**src/dgec_pkg.sv**
```systemverilog
// Shared types and constants for the dial gesture and encoder command unit.
`timescale 1ns / 1ps
package dgec_pkg;

  localparam int unsigned RegCount = 6;
  localparam int unsigned AddrW    = 5;
  localparam int unsigned DataW    = 32;

  // Input word command codes
  typedef enum logic [1:0] {
    CMD_TICK = 2'd0,
    CMD_EDGE = 2'd1,
    CMD_DONE = 2'd2
  } item_cmd_e;

  // Result command codes
  typedef enum logic [2:0] {
    DC_NONE       = 3'd0,
    DC_MUTE       = 3'd1,
    DC_PLAY_PAUSE = 3'd2,
    DC_STOP       = 3'd3,
    DC_VOL_UP     = 3'd4,
    DC_VOL_DOWN   = 3'd5,
    DC_NEXT       = 3'd6,
    DC_PREVIOUS   = 3'd7
  } dial_cmd_e;

  // Configuration register indexes
  typedef enum logic [2:0] {
    REG_EDGE_MASK          = 3'd0,
    REG_PRESS_PATTERN      = 3'd1,
    REG_RELEASE_PATTERN    = 3'd2,
    REG_CLICK_TICKS        = 3'd3,
    REG_SECOND_PRESS_TICKS = 3'd4,
    REG_HOLD_TICKS         = 3'd5
  } reg_idx_e;

  localparam logic [7:0] EdgeMaskRst     = 8'd15;
  localparam logic [7:0] PressPatRst     = 8'd12;
  localparam logic [7:0] ReleasePatRst   = 8'd3;
  localparam logic [7:0] ClickTicksRst   = 8'd30;
  localparam logic [7:0] SecondTicksRst  = 8'd30;
  localparam logic [7:0] HoldTicksRst    = 8'd100;

  typedef struct packed {
    logic [7:0] edge_mask;
    logic [7:0] press_pattern;
    logic [7:0] release_pattern;
    logic [7:0] click_ticks;
    logic [7:0] second_press_ticks;
    logic [7:0] hold_ticks;
  } cfg_t;

  typedef struct packed {
    logic [1:0] cmd;
    logic       switch_level;
    logic       enc_clk;
    logic       enc_dir;
  } item_t;

endpackage

```
**src/dial_gesture_and_encoder_commands_unit.sv**
```systemverilog
// Top level of the media dial gesture and encoder command unit.
// Path: an accepted word is held in the input register, then retired by the state
// update into the result register once that register is empty or being drained.
// Throughput: one word per cycle while results are taken; the result and input
// registers together let a new word in while a finished result waits to be taken.
// Reset: rst_ni at once clears gesture state and steps, presets history and registers.
`timescale 1ns / 1ps
module dial_gesture_and_encoder_commands_unit import dgec_pkg::*; (
  input  logic             clk_i,
  input  logic             rst_ni,
  // Input words
  input  logic             in_valid_i,
  output logic             in_ready_o,
  input  logic [1:0]       cmd_i,
  input  logic             switch_level_i,
  input  logic             enc_clk_i,
  input  logic             enc_dir_i,
  // Result words
  output logic             out_valid_o,
  input  logic             out_ready_i,
  output logic [2:0]       command_o,
  output logic             track_mode_o,
  // Configuration port
  input  logic             psel,
  input  logic             penable,
  input  logic             pwrite,
  input  logic [AddrW-1:0] paddr,
  input  logic [DataW-1:0] pwdata,
  output logic [DataW-1:0] prdata,
  output logic             pready
);

  cfg_t  cfg;
  item_t in_item;
  item_t stage_item;
  logic  stage_valid;
  logic  take;

  // Bundle the input word fields
  assign in_item = '{cmd: cmd_i, switch_level: switch_level_i,
                     enc_clk: enc_clk_i, enc_dir: enc_dir_i};

  // Configuration registers; the user must write them only while no word is in flight (not enforced here)
  dgec_cfg_regs u_cfg (
    .clk_i   (clk_i),
    .rst_ni  (rst_ni),
    .psel    (psel),
    .penable (penable),
    .pwrite  (pwrite),
    .paddr   (paddr),
    .pwdata  (pwdata),
    .prdata  (prdata),
    .pready  (pready),
    .cfg_o   (cfg)
  );

  // Hold the accepted word until the core can retire it into the result
  // register; advance whenever the result register is empty or being drained.
  dgec_in_stage u_in (
    .clk_i        (clk_i),
    .rst_ni       (rst_ni),
    .in_valid_i   (in_valid_i),
    .in_ready_o   (in_ready_o),
    .item_i       (in_item),
    .take_i       (take),
    .item_valid_o (stage_valid),
    .item_o       (stage_item)
  );

  // Tick, edge and report-done handling in one pass: the timer, history,
  // gesture machine and step drain all resolve before the result register.
  dgec_core u_core (
    .clk_i        (clk_i),
    .rst_ni       (rst_ni),
    .cfg_i        (cfg),
    .item_valid_i (stage_valid),
    .item_i       (stage_item),
    .take_o       (take),
    .out_valid_o  (out_valid_o),
    .out_ready_i  (out_ready_i),
    .command_o    (command_o),
    .track_mode_o (track_mode_o)
  );

endmodule

```
**src/dgec_cfg_regs.sv**
```systemverilog
// APB configuration register file for the dial unit.
`timescale 1ns / 1ps
module dgec_cfg_regs import dgec_pkg::*; (
  input  logic             clk_i,
  input  logic             rst_ni,
  input  logic             psel,
  input  logic             penable,
  input  logic             pwrite,
  input  logic [AddrW-1:0] paddr,
  input  logic [DataW-1:0] pwdata,
  output logic [DataW-1:0] prdata,
  output logic             pready,
  output cfg_t             cfg_o
);

  cfg_t     cfg_q;
  reg_idx_e idx;
  logic     wr_en;

  assign idx    = reg_idx_e'(paddr[AddrW-1:2]);
  assign wr_en  = psel && penable && pwrite;
  assign pready = 1'b1;
  assign cfg_o  = cfg_q;

  always_ff @(posedge clk_i or negedge rst_ni) begin
    if (!rst_ni) begin
      cfg_q.edge_mask          <= EdgeMaskRst;
      cfg_q.press_pattern      <= PressPatRst;
      cfg_q.release_pattern    <= ReleasePatRst;
      cfg_q.click_ticks        <= ClickTicksRst;
      cfg_q.second_press_ticks <= SecondTicksRst;
      cfg_q.hold_ticks         <= HoldTicksRst;
    end else if (wr_en) begin
      case (idx)
        REG_EDGE_MASK:          cfg_q.edge_mask          <= pwdata[7:0];
        REG_PRESS_PATTERN:      cfg_q.press_pattern      <= pwdata[7:0];
        REG_RELEASE_PATTERN:    cfg_q.release_pattern    <= pwdata[7:0];
        REG_CLICK_TICKS:        cfg_q.click_ticks        <= pwdata[7:0];
        REG_SECOND_PRESS_TICKS: cfg_q.second_press_ticks <= pwdata[7:0];
        REG_HOLD_TICKS:         cfg_q.hold_ticks         <= pwdata[7:0];
        default: ;
      endcase
    end
  end

  always_comb begin
    case (idx)
      REG_EDGE_MASK:          prdata = {24'd0, cfg_q.edge_mask};
      REG_PRESS_PATTERN:      prdata = {24'd0, cfg_q.press_pattern};
      REG_RELEASE_PATTERN:    prdata = {24'd0, cfg_q.release_pattern};
      REG_CLICK_TICKS:        prdata = {24'd0, cfg_q.click_ticks};
      REG_SECOND_PRESS_TICKS: prdata = {24'd0, cfg_q.second_press_ticks};
      REG_HOLD_TICKS:         prdata = {24'd0, cfg_q.hold_ticks};
      default:                prdata = '0;
    endcase
  end

endmodule

```
**src/dgec_in_stage.sv**
```systemverilog
// Input register stage that captures one word per cycle while empty or while its word moves on.
`timescale 1ns / 1ps
module dgec_in_stage import dgec_pkg::*; (
  input  logic  clk_i,
  input  logic  rst_ni,
  input  logic  in_valid_i,
  output logic  in_ready_o,
  input  item_t item_i,
  input  logic  take_i,
  output logic  item_valid_o,
  output item_t item_o
);

  logic  valid_q;
  item_t item_q;

  // Accept when empty or when the held word moves on this cycle
  assign in_ready_o   = !valid_q || take_i;
  assign item_valid_o = valid_q;
  assign item_o       = item_q;

  always_ff @(posedge clk_i or negedge rst_ni) begin
    if (!rst_ni) begin
      valid_q <= 1'b0;
    end else if (in_ready_o) begin
      valid_q <= in_valid_i;
    end
  end

  always_ff @(posedge clk_i) begin
    if (in_valid_i && in_ready_o) begin
      item_q <= item_i;
    end
  end

endmodule

```
**src/dgec_core.sv**
```systemverilog
// Gesture machine, encoder step counter and result register.
`timescale 1ns / 1ps
module dgec_core import dgec_pkg::*; (
  input  logic       clk_i,
  input  logic       rst_ni,
  input  cfg_t       cfg_i,
  input  logic       item_valid_i,
  input  item_t      item_i,
  output logic       take_o,
  output logic       out_valid_o,
  input  logic       out_ready_i,
  output logic [2:0] command_o,
  output logic       track_mode_o
);

  typedef enum logic [2:0] {
    GS_IDLE       = 3'd0,
    GS_PRESS      = 3'd1,
    GS_DBL_BREAK  = 3'd2,
    GS_DBL_CLICK  = 3'd3,
    GS_HOLD       = 3'd4,
    GS_BREAK_WAIT = 3'd5
  } gest_e;

  gest_e              gest_q, gest_d;
  logic [7:0]         hist_q, hist_d;
  logic [7:0]         timer_q, timer_d;
  logic               mode_q, mode_d;
  logic [1:0]         pins_q, pins_d;
  logic signed [7:0]  steps_q, steps_d;
  logic               busy_q, busy_d;
  logic               out_valid_q;
  dial_cmd_e          command_q, command_d;
  logic               track_q;

  assign take_o       = item_valid_i && (!out_valid_q || out_ready_i);
  assign out_valid_o  = out_valid_q;
  assign command_o    = command_q;
  assign track_mode_o = track_q;

  always_comb begin
    logic [7:0] timer_dec;
    logic [7:0] hist_m;
    logic       press;
    logic       release_n;
    logic [1:0] pins;

    gest_d    = gest_q;
    hist_d    = hist_q;
    timer_d   = timer_q;
    mode_d    = mode_q;
    pins_d    = pins_q;
    steps_d   = steps_q;
    busy_d    = busy_q;
    command_d = DC_NONE;

    timer_dec = (timer_q != 8'd0) ? timer_q - 8'd1 : timer_q;
    hist_m    = {hist_q[6:0], item_i.switch_level} & cfg_i.edge_mask;
    press     = hist_m == cfg_i.press_pattern;
    release_n = hist_m == cfg_i.release_pattern;
    pins      = {item_i.enc_clk, item_i.enc_dir};

    case (item_cmd_e'(item_i.cmd))
      CMD_TICK: begin
        timer_d = timer_dec;
        hist_d  = {hist_q[6:0], item_i.switch_level};
        case (gest_q)
          GS_IDLE: begin
            if (press) begin
              gest_d  = GS_PRESS;
              timer_d = cfg_i.click_ticks;
            end
          end
          GS_PRESS: begin
            if (timer_dec == 8'd0) begin
              if (!busy_q) begin
                gest_d    = GS_HOLD;
                timer_d   = cfg_i.hold_ticks;
                command_d = mode_q ? DC_PLAY_PAUSE : DC_MUTE;
                busy_d    = 1'b1;
              end
            end else if (release_n) begin
              gest_d  = GS_DBL_BREAK;
              timer_d = cfg_i.second_press_ticks;
            end
          end
          GS_DBL_BREAK: begin
            if (timer_dec == 8'd0) begin
              gest_d = GS_IDLE;
            end else if (press) begin
              gest_d = GS_DBL_CLICK;
            end
          end
          GS_DBL_CLICK: begin
            mode_d  = !mode_q;
            timer_d = cfg_i.hold_ticks;
            gest_d  = GS_BREAK_WAIT;
          end
          GS_HOLD: begin
            if (timer_dec == 8'd0) begin
              if (!busy_q) begin
                command_d = mode_q ? DC_STOP : DC_PLAY_PAUSE;
                gest_d    = GS_BREAK_WAIT;
                busy_d    = 1'b1;
              end
            end else if (release_n) begin
              gest_d = GS_IDLE;
            end
          end
          GS_BREAK_WAIT: begin
            if (release_n) begin
              gest_d = GS_IDLE;
            end
          end
          default: gest_d = GS_IDLE;
        endcase
        // Drain one pending step when no report is out
        if (!busy_d) begin
          if (steps_q > 8'sd0) begin
            steps_d   = steps_q - 8'sd1;
            command_d = mode_d ? DC_NEXT : DC_VOL_UP;
            busy_d    = 1'b1;
          end else if (steps_q < 8'sd0) begin
            steps_d   = steps_q + 8'sd1;
            command_d = mode_d ? DC_PREVIOUS : DC_VOL_DOWN;
            busy_d    = 1'b1;
          end
        end
      end
      CMD_EDGE: begin
        pins_d = pins;
        if (pins_q == 2'b01 && pins == 2'b10) begin
          steps_d = (steps_q < -8'sd126) ? -8'sd127 : steps_q - 8'sd1;
        end else if (pins_q == 2'b00 && pins == 2'b11) begin
          steps_d = (steps_q > 8'sd126) ? 8'sd127 : steps_q + 8'sd1;
        end
      end
      CMD_DONE: busy_d = 1'b0;
      default: ;
    endcase
  end

  always_ff @(posedge clk_i or negedge rst_ni) begin
    if (!rst_ni) begin
      gest_q      <= GS_IDLE;
      hist_q      <= 8'hFF;
      timer_q     <= 8'd0;
      mode_q      <= 1'b0;
      pins_q      <= 2'b00;
      steps_q     <= 8'sd0;
      busy_q      <= 1'b0;
      out_valid_q <= 1'b0;
      command_q   <= DC_NONE;
      track_q     <= 1'b0;
    end else if (take_o) begin
      gest_q      <= gest_d;
      hist_q      <= hist_d;
      timer_q     <= timer_d;
      mode_q      <= mode_d;
      pins_q      <= pins_d;
      steps_q     <= steps_d;
      busy_q      <= busy_d;
      out_valid_q <= 1'b1;
      command_q   <= command_d;
      track_q     <= mode_d;
    end else if (out_ready_i) begin
      out_valid_q <= 1'b0;
    end
  end

endmodule

```
**config.mk**
```make
export PLATFORM = sky130hd
export DESIGN_NAME = dial_gesture_and_encoder_commands_unit
export DESIGN_NICKNAME = d
export VERILOG_FILES = /design/src/dgec_pkg.sv /design/src/dial_gesture_and_encoder_commands_unit.sv /design/src/dgec_cfg_regs.sv /design/src/dgec_in_stage.sv /design/src/dgec_core.sv
export SDC_FILE = /design/constraint.sdc
export NUM_CORES = 1
export LEC_CHECK = 0
export ABC_CLOCK_PERIOD_IN_PS = 2750
export BUFFER_PORTS_ARGS = -buffer_cell sky130_fd_sc_hd__buf_2
export CORE_ASPECT_RATIO = 1.2
export CORE_UTILIZATION = 40
export CTS_BUF_LIST = sky130_fd_sc_hd__clkbuf_4 sky130_fd_sc_hd__clkbuf_8
export DETAILED_ROUTE_END_ITERATION = 12
export GPL_ROUTABILITY_DRIVEN = 0
export SLEW_MARGIN = 20
export SYNTH_ARGS = -nofsm -noshare
export SYNTH_HDL_FRONTEND = slang
export SYNTH_SLANG_ARGS = --single-unit
```
**constraint.sdc**
```tcl
create_clock -name clk_i -period 2.75 [get_ports clk_i]
set_input_delay 0.275 -clock clk_i [delete_from_list [all_inputs] [get_ports clk_i]]
set_output_delay 0.275 -clock clk_i [all_outputs]
set_load 0.05 [all_outputs]
```
* Yosys cells after proc, flatten, opt, wreduce, memory -nomap -nowiden
Index checks and enable logic that the tools add are counted.
** Word-level totals
- Bits of input ports :: 49
- Flip-flop bits (word level) :: 88
- Logic and storage cells :: 134
- Output and inout port bits :: 39
** Cells by class
- Add/sub/neg operators :: 3
- Eq/ne operators :: 25
- Order comparisons :: 4
- Reductions and logical operators :: 32
- Mux-type cells :: 49
- Bitwise operators :: 1
** Operators with widths (count)
- 2-to-1 mux 8 bit :: 12
- 2-to-1 mux 3 bit :: 17
- one-hot mux 8 bit (6 select lines) :: 1
- one-hot mux 8 bit (3 select lines) :: 1
- one-hot mux 3 bit (6 select lines) :: 1
- AND reduction 2 bit :: 9
- == test 8 bit :: 2
- one-hot mux 8 bit (2 select lines) :: 1
- == test 3 x 2 -> 1 bit, second input constant :: 4
- == test 3 bit, second input constant :: 4
- inequality test 3 x 1 -> 1 bit, second input constant :: 4
- 2-to-1 mux 1 bit :: 11
- adder 8 x 2 -> 8 bit, second input constant :: 1
- AND 8 bit :: 1
- > comparator 8 x 1 -> 1 bit, second input constant :: 1
- > comparator 8 bit, second input constant :: 1
- zero test 8 bit :: 1
- < comparator 8 x 1 -> 1 bit, second input constant :: 1
- < comparator 8 bit, second input constant :: 1
- nonzero test 8 bit :: 1
- subtractor 8 x 1 -> 8 bit, second input constant :: 1
- subtractor 8 x 2 -> 8 bit, second input constant :: 1
- AND reduction 7 bit :: 1
- == test 2 bit, second input constant :: 3
- 16 further kinds :: 33

* Longest topological paths before layout
- Word-level depth :: 9
- Mapped depth :: 11
- Depth with buffers taken out :: 9

* Cells and area by module
A second synthesis with hierarchy kept.
** Second synthesis, totals
- Cells, all modules :: 619
- Area total of the unflattened synthesis :: 6143.4 µm²
** By module, submodules not included
- dgec_core :: area an instance 3432.0 µm², cells each 423, seq. area each 859.6 µm², instances 1
- dgec_cfg_regs :: area an instance 2507.4 µm², cells each 187, seq. area each 1224.9 µm², instances 1
- dgec_in_stage :: area an instance 203.9 µm², cells each 9, seq. area each 175.2 µm², instances 1

* Worst setup path before layout
No wires, ideal clock.
- Path type :: register -> register
- Start point :: register u_core.timer_q[0]
- End point :: register u_core.timer_q[1]
- Clock period less this slack :: 2591 ps
- Setup time :: 142 ps
- Cell stages (with the launch flop) :: 11
- Arrival :: 2449 ps
- Path slack :: 159 ps
- Path through :: dfrtp_1 clkbuf_1 inv_1 ha_1 or4_4 a21oi_4 o22ai_4 a22o_1 buf_4 nor3_1 o32ai_1
** Between the ends
- Word-level cells in the longest chain between the ends :: 5
** Ends and longest elaborated chain
- from (decl) :: line dgec_core.sv:27 : logic [7:0] timer_q, timer_d;
- from (signal assigned) :: line dgec_core.sv:158 : timer_q <= timer_d;
- subtractor 8 x 1 -> 8 bit or nonzero test 8 bit (tied branches) :: line dgec_core.sv:57 : timer_dec = (timer_q != 8'd0) ? timer_q - 8'd1 : timer_q;
- 2-to-1 mux 8 bit (*) :: line dgec_core.sv:57
- zero test 8 bit, or another cell as far along :: line dgec_core.sv:75 : if (timer_dec == 8'd0) begin
- 2-to-1 mux 8 bit :: line dgec_core.sv:75
- one-hot mux 8 bit (3 select lines) (*) :: line dgec_core.sv:67 : case (gest_q)
Every way passes the cells marked *; elsewhere a longest branch is shown, timed or not.
A chain may end at the register's enable or synchronous reset.

* Worst setup path in the final report
- Start point :: register u_core.timer_q[1]
- End point :: register u_core.timer_q[6]
Same word-level chain as after synthesis.

==> metrics <==
NetSw 2.130 mW; Post-synth EDFFs 5; worst path required time 3030 ps; flop-to-flop setup slack 140 ps; Mapped Cells 624; worst r2r src u_core.timer_q[1]; CTS Sinks 88; Die Width 112.6 µm; routed via count 4840; Logic pwr share 40.1%; reg2reg end u_core.timer_q[6]; # diodes 0; Clock power frac 16.8%; sequential power share 43.1%; drt via density 5.776; CTS root buf clkbuf_8; initial antenna violation count 0; post-synth top area share 24.29%; H-tree levels 3; IO Count 88; largest area contributor in the netlist dfrtp_1; Worst Reg-to-Reg Cells 9; Leak 2.748 nW; vias in the first global route 4627; PD cells 778.9 nW/µm²; critical path class reg2reg; first-pass iteration count of the detailed router 5; Max VDD drop 0.0004831 V; GRT Resource Usage Total 19.94%; final worst slack 139.6 ps; Skew-Pair Late Insertion Delay 380 ps; Die H 134.7 µm; CTS Buffer Depth 2; Layout Nets 713; Pins Over Slew Limit 0; dpl hpwl 10.81 mm; Post-CTS Setup Bufs 0; mean area per synthesized cell 9.410 µm²; crit path launch u_core.timer_q[1]; first-pass GRT wire length 23.76 mm; share of post-route cells with drive strength above 1 27.15%; Synth Cell Area 5872 µm²; grt ovf 0; Die Area 15170 µm²; Top FF cell, synth dfrtp_1; crit path DAT 2890 ps; synth top area cells dfrtp_1, dfstp_2, mux2_2; Setup violations, final 0; critical path capture point type flip-flop; skew final 17.70 ps; Slew @ Worst Pin 739.5 ps; Routed Antenna Nets 0; achievable frequency 383.1 MHz; final instance area 6400 µm²; Sw Share 42.72%; PortBufs 36; number of DRC markers in iteration 0 266; CTS tree done; DRC 0; WL final 14.65 mm; row cnt 48; Hold Path Class in2reg; wire per inst 17.48 µm; Pint 2.855 mW; post-route setup TNS 0 ps; Worst Setup EP u_core.timer_q[6]; area post-placement 6201 µm²; TritonCTS Buffers 9; share of the yosys chip area belonging to registers 38.48%; Seq cells post-synth 88; Critical Path Fanout Max 8; status finished clean; Area Overhead vs Synth 8.992%; Clk pin slew, worst setup/hold paths 90 ps; largest net degree at the start of global routing 79; Netlist cell types 70; relative slew slack 50.70%; Core Area 14350 µm²; CP startpoint kind flip-flop; max-cap violations 0; asr flop ratio synth 94.32%; Hold Vio Cnt, Final 0; post-route minimum period 2610 ps; RSZ-0062 raised after global routing false; post-place setup slack 147.0 ps; Synth warnings 0; Starting Density 40.91%; Period Utilization, post-route 94.93%
[cells by family (layout without fill, tap and decap cells)]
kind of cell / Yosys count / after routing / share of synthesized area (%)
buffers and inverters: 78 / 94 / 7.138
multiplexers: 77 / 77 / 14.96
other: 2 / 25 / 0.1279
flip-flops: 88 / 88 / 38.48
AO/OA/AOI/OAI: 148 / 148 / 17.05
AND/OR/NAND/NOR: 215 / 215 / 19.48
adder cells (fa/ha/maj): 6 / 6 / 1.278
XOR/XNOR: 10 / 10 / 1.492
[per-stage QoR]
stage | cells | hold slack (ps) | power (mW) | util (%)
CTS | 837 | 47.42 | 4.989 | 44.43
detailed placement | 821 | 453.7 | 4.136 | 43.20
global placement | 821 | 452.3 | 4.044 | 43.20
global route | 838 | 49.63 | 5.334 | 44.59
finish | 838 | 67.36 | 4.985 | 44.59
floorplan | 647 | -20.59 | 3.641 | -
[state kept, by name, summed over array words and instances (netlist names)]
register	flops
u_cfg.cfg_o	48
u_core.busy_q	1
u_core.command_o	3
u_core.gest_q	3
u_core.hist_q	7
u_core.mode_q	1
u_core.out_valid_o	1
u_core.pins_q	2
u_core.steps_q	8
u_core.timer_q	8
u_in.item_o	5
u_in.item_valid_o	1
[metal layers]
layer / GRT usage (%) / routed length [µm] / vias up
met3: 3.097 / 419 / 20
met2: 35.36 / 7653 / 105
met4: 7.852 / 239 / 0
met1: 24.22 / 6335 / 2405
li1: - / - / 2310
met5: 0 / 0 / -
[placed cells by master (no fill, tap or decap), types with 14 or more instances in the layout]
master | netlist | routed
a21oi_1 | 35 | 35
nor2_1 | 40 | 40
buf_2 | 2 | 35
conb_1 | 2 | 25
dfstp_2 | 26 | 26
o21ai_0 | 21 | 21
nor3_1 | 19 | 18
o21ai_1 | 14 | 14
nand2_1 | 58 | 58
inv_1 | 14 | 14
mux2i_1 | 18 | 18
o22ai_1 | 15 | 15
mux2_2 | 55 | 55
dfrtp_1 | 57 | 57
nand3_1 | 16 | 16
and3_1 | 19 | 19
buf_4 | 27 | 27
[critical path: stages (launching register included)]
cell,delay (ps)
dfrtp_1,460
inv_1,120
ha_1,210
or4_4,530
a21oi_4,220
o22ai_4,110
buf_4,180
a2111oi_2,320
o32ai_1,140
a211oi_1,240
[what timing repair did]
item | CTS | global route
resized for setup | 0 | 2
hold buffers | 0 | 1
hold endpoints to repair | 0 | 29
endpoints found under the setup margin | 0 | 2
[worst min path at each step]
stage / end / depth (start not counted) / start / slack [ps]
after global routing: u_in.item_o[4] / 1 / cmd_i[1] / 50
after global placement: u_in.item_o[1] / 1 / enc_clk_i / 450
final: u_in.item_o[0] / 1 / enc_dir_i / 70
after CTS: u_in.item_o[0] / 1 / enc_dir_i / 50
after detailed placement: u_in.item_o[0] / 1 / enc_dir_i / 450
after floorplan: u_cfg.cfg_o[0] / 0 / rst_ni / -20
[power groups by stage]
stage / logic, mW / clock network [mW] / registers, mW
after floorplan: 1.68 / 0 / 1.96
after CTS: 1.99 / 0.866 / 2.14
after detailed placement: 1.97 / 0 / 2.16
final: 2.00 / 0.836 / 2.15
after global placement: 1.91 / 0 / 2.13
after global routing: 2.20 / 0.923 / 2.21
[synth_stat cells, types with 9 or more instances]
cell type	instances
nand2b_1	9
dfstp_2	26
mux2i_1	18
a21oi_1	35
inv_1	14
dfrtp_1	57
nor2b_1	9
o22ai_1	15
nand3_1	16
and3_1	19
o21ai_0	21
nand2_1	58
buf_4	27
nor2_1	40
o21ai_1	14
mux2_2	55
nor3_1	19
clkbuf_1	29
[cell type report]
cell class,count,area [µm²]
Tap cell,175,219.0
Inverter,14,52.55
Clock inverter,7,52.55
Multi-Input combinational cell,481,3293
Clock buffer,9,123.9
Sequential cell,88,2260
Timing Repair Buffer,64,399.1
Fill cell,1396,7954
(Power assumes the default switching activity.)
